==> src/adsr_pkg.sv <==
// Shared types and constants for the ADSR envelope generator.
// No dependencies; the configuration registers, the step logic and the top level import this package.
package adsr_pkg;

    // Envelope phase codes
    typedef enum logic [2:0] {
        PH_OFF     = 3'd0,
        PH_ATTACK  = 3'd1,
        PH_DECAY   = 3'd2,
        PH_SUSTAIN = 3'd3,
        PH_RELEASE = 3'd4
    } phase_t;

    // Configuration register map: register index is paddr[4:2]
    localparam int CFG_ADDR_W = 5;
    localparam int CFG_DATA_W = 32;

    typedef logic [2:0] reg_idx_t;

    localparam reg_idx_t REG_ATTACK_STEP    = 3'd0;
    localparam reg_idx_t REG_DECAY_STEP     = 3'd1;
    localparam reg_idx_t REG_SUSTAIN_LEVEL  = 3'd2;
    localparam reg_idx_t REG_RELEASE_STEP   = 3'd3;
    localparam reg_idx_t REG_SMOOTHING_COEF = 3'd4;

endpackage

==> src/adsr_stream_if.sv <==
// Valid/ready stream interfaces for the gate input and the level output.
// Depends on nothing; used by the top level of the envelope generator.
interface adsr_in_if ();
    logic valid;
    logic ready;
    logic gate;

    modport source (output valid, output gate, input ready);
    modport sink   (input valid, input gate, output ready);
endinterface

interface adsr_out_if #(
    parameter int LEVEL_W = 24
) ();
    logic               valid;
    logic               ready;
    logic [LEVEL_W-1:0] level;
    logic               is_off;

    modport source (output valid, output level, output is_off, input ready);
    modport sink   (input valid, input level, input is_off, output ready);
endinterface

==> src/adsr_cfg_regs.sv <==
// APB-style configuration registers of the envelope generator.
// Depends on adsr_pkg for the register map.
module adsr_cfg_regs #(
    parameter int LEVEL_FRAC_BITS = 23,
    parameter int COEF_FRAC_BITS  = 16
) (
    input  logic                                  clk,
    input  logic                                  rst_n,
    input  logic                                  psel,
    input  logic                                  penable,
    input  logic                                  pwrite,
    input  logic [adsr_pkg::CFG_ADDR_W-1:0]       paddr,
    input  logic [adsr_pkg::CFG_DATA_W-1:0]       pwdata,
    output logic [adsr_pkg::CFG_DATA_W-1:0]       prdata,
    output logic                                  pready,
    output logic [LEVEL_FRAC_BITS:0]              attack_step,
    output logic [LEVEL_FRAC_BITS:0]              decay_step,
    output logic [LEVEL_FRAC_BITS:0]              sustain_level,
    output logic [LEVEL_FRAC_BITS:0]              release_step,
    output logic [COEF_FRAC_BITS-1:0]             smoothing_coef
);
    import adsr_pkg::*;

    localparam int LW = LEVEL_FRAC_BITS + 1;
    localparam int CW = COEF_FRAC_BITS;
    localparam logic [LW-1:0] FULL_SCALE = {1'b1, {LEVEL_FRAC_BITS{1'b0}}};

    logic [LW-1:0] attack_step_reg,   attack_step_next;
    logic [LW-1:0] decay_step_reg,    decay_step_next;
    logic [LW-1:0] sustain_level_reg, sustain_level_next;
    logic [LW-1:0] release_step_reg,  release_step_next;
    logic [CW-1:0] coef_reg,          coef_next;

    logic     wr_en;
    reg_idx_t idx;

    assign pready = 1'b1;
    assign wr_en  = psel && penable && pwrite && pready;
    assign idx    = paddr[CFG_ADDR_W-1:2];

    always_comb
    begin
        attack_step_next   = attack_step_reg;
        decay_step_next    = decay_step_reg;
        sustain_level_next = sustain_level_reg;
        release_step_next  = release_step_reg;
        coef_next          = coef_reg;
        if (wr_en)
        begin
            unique case (idx)
                REG_ATTACK_STEP:    attack_step_next   = pwdata[LW-1:0];
                REG_DECAY_STEP:     decay_step_next    = pwdata[LW-1:0];
                REG_SUSTAIN_LEVEL:  sustain_level_next = pwdata[LW-1:0];
                REG_RELEASE_STEP:   release_step_next  = pwdata[LW-1:0];
                REG_SMOOTHING_COEF: coef_next          = pwdata[CW-1:0];
                default:            ;
            endcase
        end
    end

    always_ff @(posedge clk or negedge rst_n)
    begin
        if (!rst_n)
        begin
            attack_step_reg   <= FULL_SCALE;
            decay_step_reg    <= FULL_SCALE;
            sustain_level_reg <= FULL_SCALE;
            release_step_reg  <= FULL_SCALE;
            coef_reg          <= '0;
        end
        else
        begin
            attack_step_reg   <= attack_step_next;
            decay_step_reg    <= decay_step_next;
            sustain_level_reg <= sustain_level_next;
            release_step_reg  <= release_step_next;
            coef_reg          <= coef_next;
        end
    end

    always_comb
    begin
        unique case (idx)
            REG_ATTACK_STEP:    prdata = CFG_DATA_W'(attack_step_reg);
            REG_DECAY_STEP:     prdata = CFG_DATA_W'(decay_step_reg);
            REG_SUSTAIN_LEVEL:  prdata = CFG_DATA_W'(sustain_level_reg);
            REG_RELEASE_STEP:   prdata = CFG_DATA_W'(release_step_reg);
            REG_SMOOTHING_COEF: prdata = CFG_DATA_W'(coef_reg);
            default:            prdata = '0;
        endcase
    end

    assign attack_step    = attack_step_reg;
    assign decay_step     = decay_step_reg;
    assign sustain_level  = sustain_level_reg;
    assign release_step   = release_step_reg;
    assign smoothing_coef = coef_reg;

endmodule

==> src/adsr_step.sv <==
// One-sample envelope update: gate handling, phase transition and new level.
// Depends on adsr_pkg for the phase type.
module adsr_step #(
    parameter int LEVEL_FRAC_BITS = 23,
    parameter int COEF_FRAC_BITS  = 16
) (
    input  logic                      gate,
    input  adsr_pkg::phase_t          cur_phase,
    input  logic [LEVEL_FRAC_BITS:0]  prev_level,
    input  logic [LEVEL_FRAC_BITS:0]  attack_step,
    input  logic [LEVEL_FRAC_BITS:0]  decay_step,
    input  logic [LEVEL_FRAC_BITS:0]  sustain_level,
    input  logic [LEVEL_FRAC_BITS:0]  release_step,
    input  logic [COEF_FRAC_BITS-1:0] smoothing_coef,
    output adsr_pkg::phase_t          next_phase,
    output logic [LEVEL_FRAC_BITS:0]  next_level
);
    import adsr_pkg::*;

    localparam int LW = LEVEL_FRAC_BITS + 1;
    localparam int CW = COEF_FRAC_BITS;
    localparam int PW = LW + CW + 2;
    localparam logic [LW-1:0] FULL_SCALE = {1'b1, {LEVEL_FRAC_BITS{1'b0}}};
    localparam logic signed [PW-1:0] ROUND_HALF =
        {{(LW + 2){1'b0}}, 1'b1, {(CW - 1){1'b0}}};

    phase_t        gated_phase;
    logic [LW-1:0] sus;
    logic [LW:0]   attack_sum;
    logic          attack_full;
    logic [LW-1:0] decay_diff;
    logic          decay_hit;
    logic [LW-1:0] release_diff;
    logic          release_zero;

    logic signed [LW:0]    sus_diff;
    logic signed [CW:0]    coef_s;
    logic signed [PW-1:0]  prod;
    logic signed [PW-1:0]  prod_round;
    logic signed [PW-1:0]  prod_shift;
    logic [LW-1:0]         smooth_level;
    logic [LW-1:0]         level_raw;

    // Apply the gate before the segment update
    always_comb
    begin
        gated_phase = cur_phase;
        if (gate)
        begin
            if (cur_phase == PH_OFF || cur_phase == PH_RELEASE)
                gated_phase = PH_ATTACK;
        end
        else if (cur_phase != PH_OFF)
        begin
            gated_phase = PH_RELEASE;
        end
    end

    assign sus = (sustain_level > FULL_SCALE) ? FULL_SCALE : sustain_level;

    assign attack_sum  = {1'b0, prev_level} + {1'b0, attack_step};
    assign attack_full = attack_sum >= {1'b0, FULL_SCALE};

    assign decay_diff = (prev_level > decay_step) ? prev_level - decay_step : '0;
    assign decay_hit  = decay_diff <= sus;

    assign release_diff = (prev_level > release_step) ? prev_level - release_step : '0;
    assign release_zero = release_diff == '0;

    // sus + round((prev - sus) * c): same as the weighted sum with one multiply
    assign sus_diff     = $signed({1'b0, prev_level}) - $signed({1'b0, sus});
    assign coef_s       = $signed({1'b0, smoothing_coef});
    assign prod         = sus_diff * coef_s;
    assign prod_round   = prod + ROUND_HALF;
    assign prod_shift   = prod_round >>> CW;
    assign smooth_level = sus + prod_shift[LW-1:0];

    always_comb
    begin
        unique case (gated_phase)
            PH_ATTACK:  next_phase = attack_full  ? PH_DECAY   : PH_ATTACK;
            PH_DECAY:   next_phase = decay_hit    ? PH_SUSTAIN : PH_DECAY;
            PH_SUSTAIN: next_phase = PH_SUSTAIN;
            PH_RELEASE: next_phase = release_zero ? PH_OFF     : PH_RELEASE;
            default:    next_phase = PH_OFF;
        endcase
    end

    always_comb
    begin
        unique case (gated_phase)
            PH_ATTACK:  level_raw = attack_full ? FULL_SCALE : attack_sum[LW-1:0];
            PH_DECAY:   level_raw = decay_hit ? sus : decay_diff;
            PH_SUSTAIN: level_raw = smooth_level;
            PH_RELEASE: level_raw = release_diff;
            default:    level_raw = '0;
        endcase
    end

    assign next_level = (level_raw > FULL_SCALE) ? FULL_SCALE : level_raw;

endmodule

==> src/adsr_envelope_generator.sv <==
// Top level of the linear ADSR envelope generator: channels, pipeline, state.
// Depends on adsr_pkg, adsr_stream_if, adsr_cfg_regs and adsr_step.
//
//   channel    direction  transfer carries          handshake
//   sample_in  in         gate (1 bit)              valid/ready
//   env_out    out        level (24 b), is_off      valid/ready
//   cfg (APB)  in/out     5 registers, 32-bit data  psel/penable, pready = 1
//
// One gate sample is taken per cycle while the output is not stalled;
// its level is computed from the input register and loaded into the result
// register as the input register moves on. The phase/level feedback runs
// through one multiply in the sustain smoother. An input register and
// a result register part the two sides; a stalled result still lets one
// more sample in. Reset clears phase to off, the level to zero and the
// step registers to full scale (smoothing coefficient to zero).
module adsr_envelope_generator #(
    parameter int LEVEL_FRAC_BITS = 23,
    parameter int COEF_FRAC_BITS  = 16
) (
    input  logic                            clk,
    input  logic                            rst_n,
    adsr_in_if.sink                         sample_in,
    adsr_out_if.source                      env_out,
    input  logic                            psel,
    input  logic                            penable,
    input  logic                            pwrite,
    input  logic [adsr_pkg::CFG_ADDR_W-1:0] paddr,
    input  logic [adsr_pkg::CFG_DATA_W-1:0] pwdata,
    output logic [adsr_pkg::CFG_DATA_W-1:0] prdata,
    output logic                            pready
);
    import adsr_pkg::*;

    localparam int LW = LEVEL_FRAC_BITS + 1;
    localparam int CW = COEF_FRAC_BITS;
    localparam logic [LW-1:0] FULL_SCALE = {1'b1, {LEVEL_FRAC_BITS{1'b0}}};

    // Configuration values
    logic [LW-1:0] attack_step;
    logic [LW-1:0] decay_step;
    logic [LW-1:0] sustain_level;
    logic [LW-1:0] release_step;
    logic [CW-1:0] smoothing_coef;

    // Input register
    logic in_valid_reg, in_valid_next;
    logic gate_reg,     gate_next;

    // Result register
    logic          res_valid_reg,  res_valid_next;
    logic [LW-1:0] res_level_reg,  res_level_next;
    logic          res_is_off_reg, res_is_off_next;

    // Envelope state
    phase_t        phase_reg,      phase_next;
    logic [LW-1:0] prev_level_reg, prev_level_next;

    phase_t        step_phase;
    logic [LW-1:0] step_level;
    logic          in_xfer;
    logic          out_xfer;
    logic          advance;

    adsr_cfg_regs #(
        .LEVEL_FRAC_BITS (LEVEL_FRAC_BITS),
        .COEF_FRAC_BITS  (COEF_FRAC_BITS)
    ) u_cfg (
        .clk            (clk),
        .rst_n          (rst_n),
        .psel           (psel),
        .penable        (penable),
        .pwrite         (pwrite),
        .paddr          (paddr),
        .pwdata         (pwdata),
        .prdata         (prdata),
        .pready         (pready),
        .attack_step    (attack_step),
        .decay_step     (decay_step),
        .sustain_level  (sustain_level),
        .release_step   (release_step),
        .smoothing_coef (smoothing_coef)
    );

    adsr_step #(
        .LEVEL_FRAC_BITS (LEVEL_FRAC_BITS),
        .COEF_FRAC_BITS  (COEF_FRAC_BITS)
    ) u_step (
        .gate           (gate_reg),
        .cur_phase      (phase_reg),
        .prev_level     (prev_level_reg),
        .attack_step    (attack_step),
        .decay_step     (decay_step),
        .sustain_level  (sustain_level),
        .release_step   (release_step),
        .smoothing_coef (smoothing_coef),
        .next_phase     (step_phase),
        .next_level     (step_level)
    );

    // Move the held sample into the result register whenever that register
    // is empty or its transfer completes in this cycle.
    assign out_xfer        = env_out.valid && env_out.ready;
    assign advance         = in_valid_reg && (!res_valid_reg || env_out.ready);
    assign sample_in.ready = !in_valid_reg || advance;
    assign in_xfer         = sample_in.valid && sample_in.ready;

    always_comb
    begin
        in_valid_next = in_valid_reg;
        gate_next     = gate_reg;
        if (in_xfer)
        begin
            in_valid_next = 1'b1;
            gate_next     = sample_in.gate;
        end
        else if (advance)
        begin
            in_valid_next = 1'b0;
        end
    end

    // The envelope state advances exactly once per sample, together with
    // the result register load.
    always_comb
    begin
        res_valid_next  = res_valid_reg;
        res_level_next  = res_level_reg;
        res_is_off_next = res_is_off_reg;
        phase_next      = phase_reg;
        prev_level_next = prev_level_reg;
        if (advance)
        begin
            res_valid_next  = 1'b1;
            res_level_next  = step_level;
            res_is_off_next = (step_phase == PH_OFF);
            phase_next      = step_phase;
            prev_level_next = step_level;
        end
        else if (out_xfer)
        begin
            res_valid_next = 1'b0;
        end
    end

    always_ff @(posedge clk or negedge rst_n)
    begin
        if (!rst_n)
        begin
            in_valid_reg   <= 1'b0;
            res_valid_reg  <= 1'b0;
            phase_reg      <= PH_OFF;
            prev_level_reg <= '0;
        end
        else
        begin
            in_valid_reg   <= in_valid_next;
            res_valid_reg  <= res_valid_next;
            phase_reg      <= phase_next;
            prev_level_reg <= prev_level_next;
        end
    end

    // Payload registers: no reset needed
    always_ff @(posedge clk)
    begin
        gate_reg       <= gate_next;
        res_level_reg  <= res_level_next;
        res_is_off_reg <= res_is_off_next;
    end

    assign env_out.valid  = res_valid_reg;
    assign env_out.level  = res_level_reg;
    assign env_out.is_off = res_is_off_reg;

    // The output level never exceeds full scale.
    a_level_range: assert property (@(posedge clk) disable iff (!rst_n)
        res_valid_reg |-> (res_level_reg <= FULL_SCALE))
        else $error("envelope level above full scale");

    // Off means a silent sample.
    a_off_silent: assert property (@(posedge clk) disable iff (!rst_n)
        (res_valid_reg && res_is_off_reg) |-> (res_level_reg == '0))
        else $error("off phase with nonzero level");

    // A held gate never lands in off.
    a_gate_not_off: assert property (@(posedge clk) disable iff (!rst_n)
        (advance && gate_reg) |=> (!res_is_off_reg && phase_reg != PH_OFF))
        else $error("gate high produced off phase");

    // A low gate while off stays off at zero level.
    a_stay_off: assert property (@(posedge clk) disable iff (!rst_n)
        (advance && !gate_reg && phase_reg == PH_OFF)
        |=> (phase_reg == PH_OFF && prev_level_reg == '0))
        else $error("left off phase without a gate");

    // The state and the result register only move together.
    a_state_tracks_result: assert property (@(posedge clk) disable iff (!rst_n)
        (res_valid_reg && !advance) |=> $stable(prev_level_reg))
        else $error("envelope state moved without a result load");

endmodule
==> src/flat_wrapper.sv <==
// flat-port wrapper written by rule: the top's interface ports become plain ports
module adsr_envelope_generator_flat import adsr_pkg::*;
#(
    parameter int LEVEL_FRAC_BITS = 23,
    parameter int COEF_FRAC_BITS  = 16
)
  (clk, rst_n, psel, penable, pwrite, paddr, pwdata, prdata, pready, sample_in_valid, sample_in_gate, sample_in_ready, env_out_valid, env_out_level, env_out_is_off, env_out_ready);
  adsr_in_if sample_in_i ();
  adsr_out_if env_out_i ();
  input  logic clk;
  input  logic rst_n;
  input  logic psel;
  input  logic penable;
  input  logic pwrite;
  input  logic [adsr_pkg::CFG_ADDR_W-1:0] paddr;
  input  logic [adsr_pkg::CFG_DATA_W-1:0] pwdata;
  output logic [adsr_pkg::CFG_DATA_W-1:0] prdata;
  output logic pready;
  input wire logic [$bits(sample_in_i.valid)-1:0] sample_in_valid;
  input wire logic [$bits(sample_in_i.gate)-1:0] sample_in_gate;
  output wire logic [$bits(sample_in_i.ready)-1:0] sample_in_ready;
  output wire logic [$bits(env_out_i.valid)-1:0] env_out_valid;
  output wire logic [$bits(env_out_i.level)-1:0] env_out_level;
  output wire logic [$bits(env_out_i.is_off)-1:0] env_out_is_off;
  input wire logic [$bits(env_out_i.ready)-1:0] env_out_ready;
  assign sample_in_i.valid = sample_in_valid;
  assign sample_in_i.gate = sample_in_gate;
  assign sample_in_ready = sample_in_i.ready;
  assign env_out_valid = env_out_i.valid;
  assign env_out_level = env_out_i.level;
  assign env_out_is_off = env_out_i.is_off;
  assign env_out_i.ready = env_out_ready;
  adsr_envelope_generator #(.LEVEL_FRAC_BITS(LEVEL_FRAC_BITS), .COEF_FRAC_BITS(COEF_FRAC_BITS)) u_core (.clk(clk), .rst_n(rst_n), .sample_in(sample_in_i), .env_out(env_out_i), .psel(psel), .penable(penable), .pwrite(pwrite), .paddr(paddr), .pwdata(pwdata), .prdata(prdata), .pready(pready));
endmodule
==> config.mk <==
export PLATFORM = sky130hd
export DESIGN_NAME = adsr_envelope_generator_flat
export DESIGN_NICKNAME = d
export VERILOG_FILES = /design/src/adsr_pkg.sv /design/src/adsr_stream_if.sv /design/src/adsr_cfg_regs.sv /design/src/adsr_step.sv /design/src/adsr_envelope_generator.sv /design/src/flat_wrapper.sv
export SDC_FILE = /design/constraint.sdc
export NUM_CORES = 2
export LEC_CHECK = 0
export BUFFER_PORTS_ARGS = -buffer_cell sky130_fd_sc_hd__buf_2
export CORE_MARGIN = 5
export CORE_UTILIZATION = 33
export DETAILED_ROUTE_END_ITERATION = 16
export GPL_TIMING_DRIVEN = 1
export HOLD_SLACK_MARGIN = 0.08
export MAX_ROUTING_LAYER = met4
export PLACE_DENSITY = 0.49
export SYNTH_ARGS = -nofsm -noshare
export SYNTH_HDL_FRONTEND = slang
export SYNTH_HIERARCHICAL = 1
export SYNTH_SLANG_ARGS = --single-unit
==> constraint.sdc <==
create_clock -name clk -period 12.9 [get_ports clk]
set_clock_uncertainty 0.05 [all_clocks]
set_input_delay 2.58 -clock clk [delete_from_list [all_inputs] [get_ports clk]]
set_output_delay 2.58 -clock clk [all_outputs]
set_load 0.02 [all_outputs]
==> results.toml <==
[outcome]
status = "finished clean"

[logic_synthesis]
synthDistinctLibCells = 120
seq_area_frac_synth = 0.1414
ys_ff_latch = 167
syn_area_mm2 = 0.03051
ys_warn_count = 6
synthFlopType = "dfrtp_1"
synth_edf_count = 26
syn-mean-instance-area_um2 = 9.096
netlist_instances = 3354
ys_async_sr_fraction = 0.8443

[global_route]
grt_pass1_vias = 25750
grt_max_degree = 88
grtUsageTotal = 0.2259
grt_first_pass_wirelength_um = 164900
antenna_found_initial = 6
overflow = 0

[critical_path]
cp_top_family = "adder cells"
start_kind = "flip-flop"
cp_slowest_stage_delay_ns = 0.54
crit_type = "reg -> reg"
r2r_cells = 63
cp.arrival_ns = 12.86
crit_slowest_cell = "or4_4"
timing.rr.end = "u_core/prev_level_reg[10]"
r2r-start = "u_core/u_cfg/sustain_level[0]"
crit_fanout = 7
worst_path_most_repeated_cell = "buf_4"
cp.required_ns = 13.25
reg2reg_slack_ns = 0.39
cp-end-kind = "flip-flop"
crit_buf_inv = 20

[drt]
wl_met2_um = 52540
drc = 0
routed_wl_um = 109400
wl_met1_um = 48780
postRouteAntennaNets = 0
num_vias = 25410
firstDrtPassIters = 6
wl_per_cell_um = 22.20
dr_wl_met3_um = 4371
drtIter0Drc = 1739
topRoutingLayerUsed = "met4"
vias_per_cell = 5.156

[placed_design]
dp.final_hpwl_um = 90610
placed_cells = 4867
port_buffers = 85
dpl_worst_slack_ns = -0.4556
gp_congestion = 1.016

[clocking]
cts_sinks = 167
htree_levels = 4
insertion_delay_ns = 0.47
path_clk_slew_ns = 0.08
cts-root-buf = "clkbuf_16"
cts_tree = "done"
tritoncts.num_buffers = 17
clock_path_buffers = 2
cts_hold_buf = 0

[floorplanning]
die_w_um = 314.1
initial_utilization = 0.3328
rows = 111
die-area_mm2 = 0.09863
pin_count = 105
die_h_um = 314.1
coreArea_mm2 = 0.09166

[worst_hold_path]
hp-class = "reg -> reg"
holdPathEnd = "u_core/u_cfg/decay_step[15]"
hold_path_depth = 1
hold_path_startpoint = "u_core/u_cfg/decay_step[15]"

[sta]
fmax_mhz = 79.94
period_share = 0.9697
relSlewSlack = 0.2197
setup_viol = 0
maxSlewViolCount = 0
fin_ws_ns = 0.3913
rsz0062_at_grt = "true"
hold_violations = 0
finalCriticalPeriod_ns = 12.51
tightestPinTransition_ns = 1.141

[layout]
layout-drive-gt1-share = 0.2319
layout.cells.non_filler = 4927
fin_nets = 4414
area_delta_synth_final_pct = 18.58

[job]
drv_cap = 0
==> cells in the final DEF (no fill, tap or decap), types with 44 or more instances in the layout <==
cell and count:
a21o_1 44, fa_1 376, nor2_1 110, dfrtp_1 137
xnor2_1 65, xor2_1 47, buf_4 393, mux2_2 116
o21ai_0 76, and2_1 216, ha_1 253, nand2_1 234
a21oi_1 81, buf_2 84, nor2b_1 65, inv_1 606
nand3_1 77
==> worst register-to-register path, delay by kind of cell (launching register included) <==
| family | cells | cell delay, ns |
|---|---|---|
| buf+inv | 20 | 2.55 |
| mux | 2 | 0.32 |
| compound gates | 17 | 3.04 |
| fa+ha+maj | 10 | 3.88 |
| flops | 1 | 0.39 |
| simple gates | 13 | 2.10 |
| xor+xnor | 1 | 0.11 |
==> routing by layer <==
metal | vias to the layer above | track usage
li1 | 11810 | -
met1 | 12850 | 0.2996
met2 | 628 | 0.3764
met3 | 116 | 0.01613
met4 | 0 | 0.06255
met5 | - | -
==> worst max path at each step <==
| stage | start | endpoint | slack, ns | cells after the start |
|---|---|---|---|---|
| after floorplan | u_core/u_cfg/sustain_level[2] | u_core/prev_level_reg[7] | 0.85 | 51 |
| after global placement | u_core/u_cfg/sustain_level[3] | u_core/prev_level_reg[6] | -0.39 | 58 |
| after detailed placement | u_core/u_cfg/sustain_level[3] | u_core/prev_level_reg[6] | -0.46 | 59 |
| after CTS | u_core/u_cfg/sustain_level[3] | u_core/prev_level_reg[8] | 0.02 | 57 |
| after global routing | u_core/u_cfg/sustain_level[0] | u_core/prev_level_reg[10] | -0.16 | 61 |
| final | u_core/u_cfg/sustain_level[0] | u_core/prev_level_reg[10] | 0.39 | 63 |
==> synth_stat cells, types with 26 or more instances <==
| cell type | count | area share |
|---|---|---|
| nand3_1 | 79 | 0.013 |
| o21a_1 | 28 | 0.0069 |
| nor2b_1 | 69 | 0.014 |
| edfxtp_1 | 26 | 0.026 |
| nor2_1 | 117 | 0.014 |
| nand2_1 | 237 | 0.029 |
| nor3_1 | 41 | 0.0067 |
| a21oi_1 | 103 | 0.017 |
| and2_1 | 222 | 0.046 |
| mux2_2 | 117 | 0.043 |
| inv_1 | 608 | 0.075 |
| fa_1 | 383 | 0.25 |
| mux2_4 | 39 | 0.019 |
| a211oi_1 | 27 | 0.0066 |
| nand2b_1 | 37 | 0.0076 |
| xnor2_1 | 74 | 0.021 |
| a21o_1 | 44 | 0.011 |
| xor2_1 | 48 | 0.014 |
| o21ai_0 | 89 | 0.015 |
| clkbuf_1 | 102 | 0.013 |
| dfrtp_1 | 137 | 0.11 |
| ha_1 | 261 | 0.11 |
==> what timing repair did <==
action,in CTS,in global routing
resized for setup,26,133
setup buffers,3,23
pin swaps,8,89
gates cloned,0,1
setup endpoints to repair,48,48
==> cell families (layout without fill, tap and decap cells) <==
logic type,after synthesis,count (layout),share of synthesized area
buf+inv,757,1134,0.09953
xor+xnor,122,122,0.03502
fa+ha+maj,644,644,0.3583
simple gates,963,963,0.1720
mux,168,168,0.06959
compound gates,531,531,0.1239
other cells,2,12,0.0002462
flops,167,167,0.1414
==> cell type report <==
cell class	count	area, um^2
clock inverter	15	202.7
clock buffer	17	425.4
tap	1186	1484
timing repair buffer	492	3588
fill	9500	55480
sequential	167	4314
inverter	610	2290
multi-input combinational	2437	23870
antenna	3	7.507
==> metrics by stage <==
stage                     setup TNS [ns]  utilization  hold slack, ns  cell area (um^2)
final                                  0       0.3947          0.4865             36180
after global routing              -1.381       0.3946          0.5013             36170
after CTS                              0       0.3866          0.4900             35440
after detailed placement          -14.73       0.3781          0.4730             34650
after global placement            -12.98       0.3781          0.4613             34650
after floorplan                        0            -          0.4475             30540
Power is left out: the tool's default activity adds up to more than one toggle a clock period on the data nets, which glitch-free logic cannot reach.
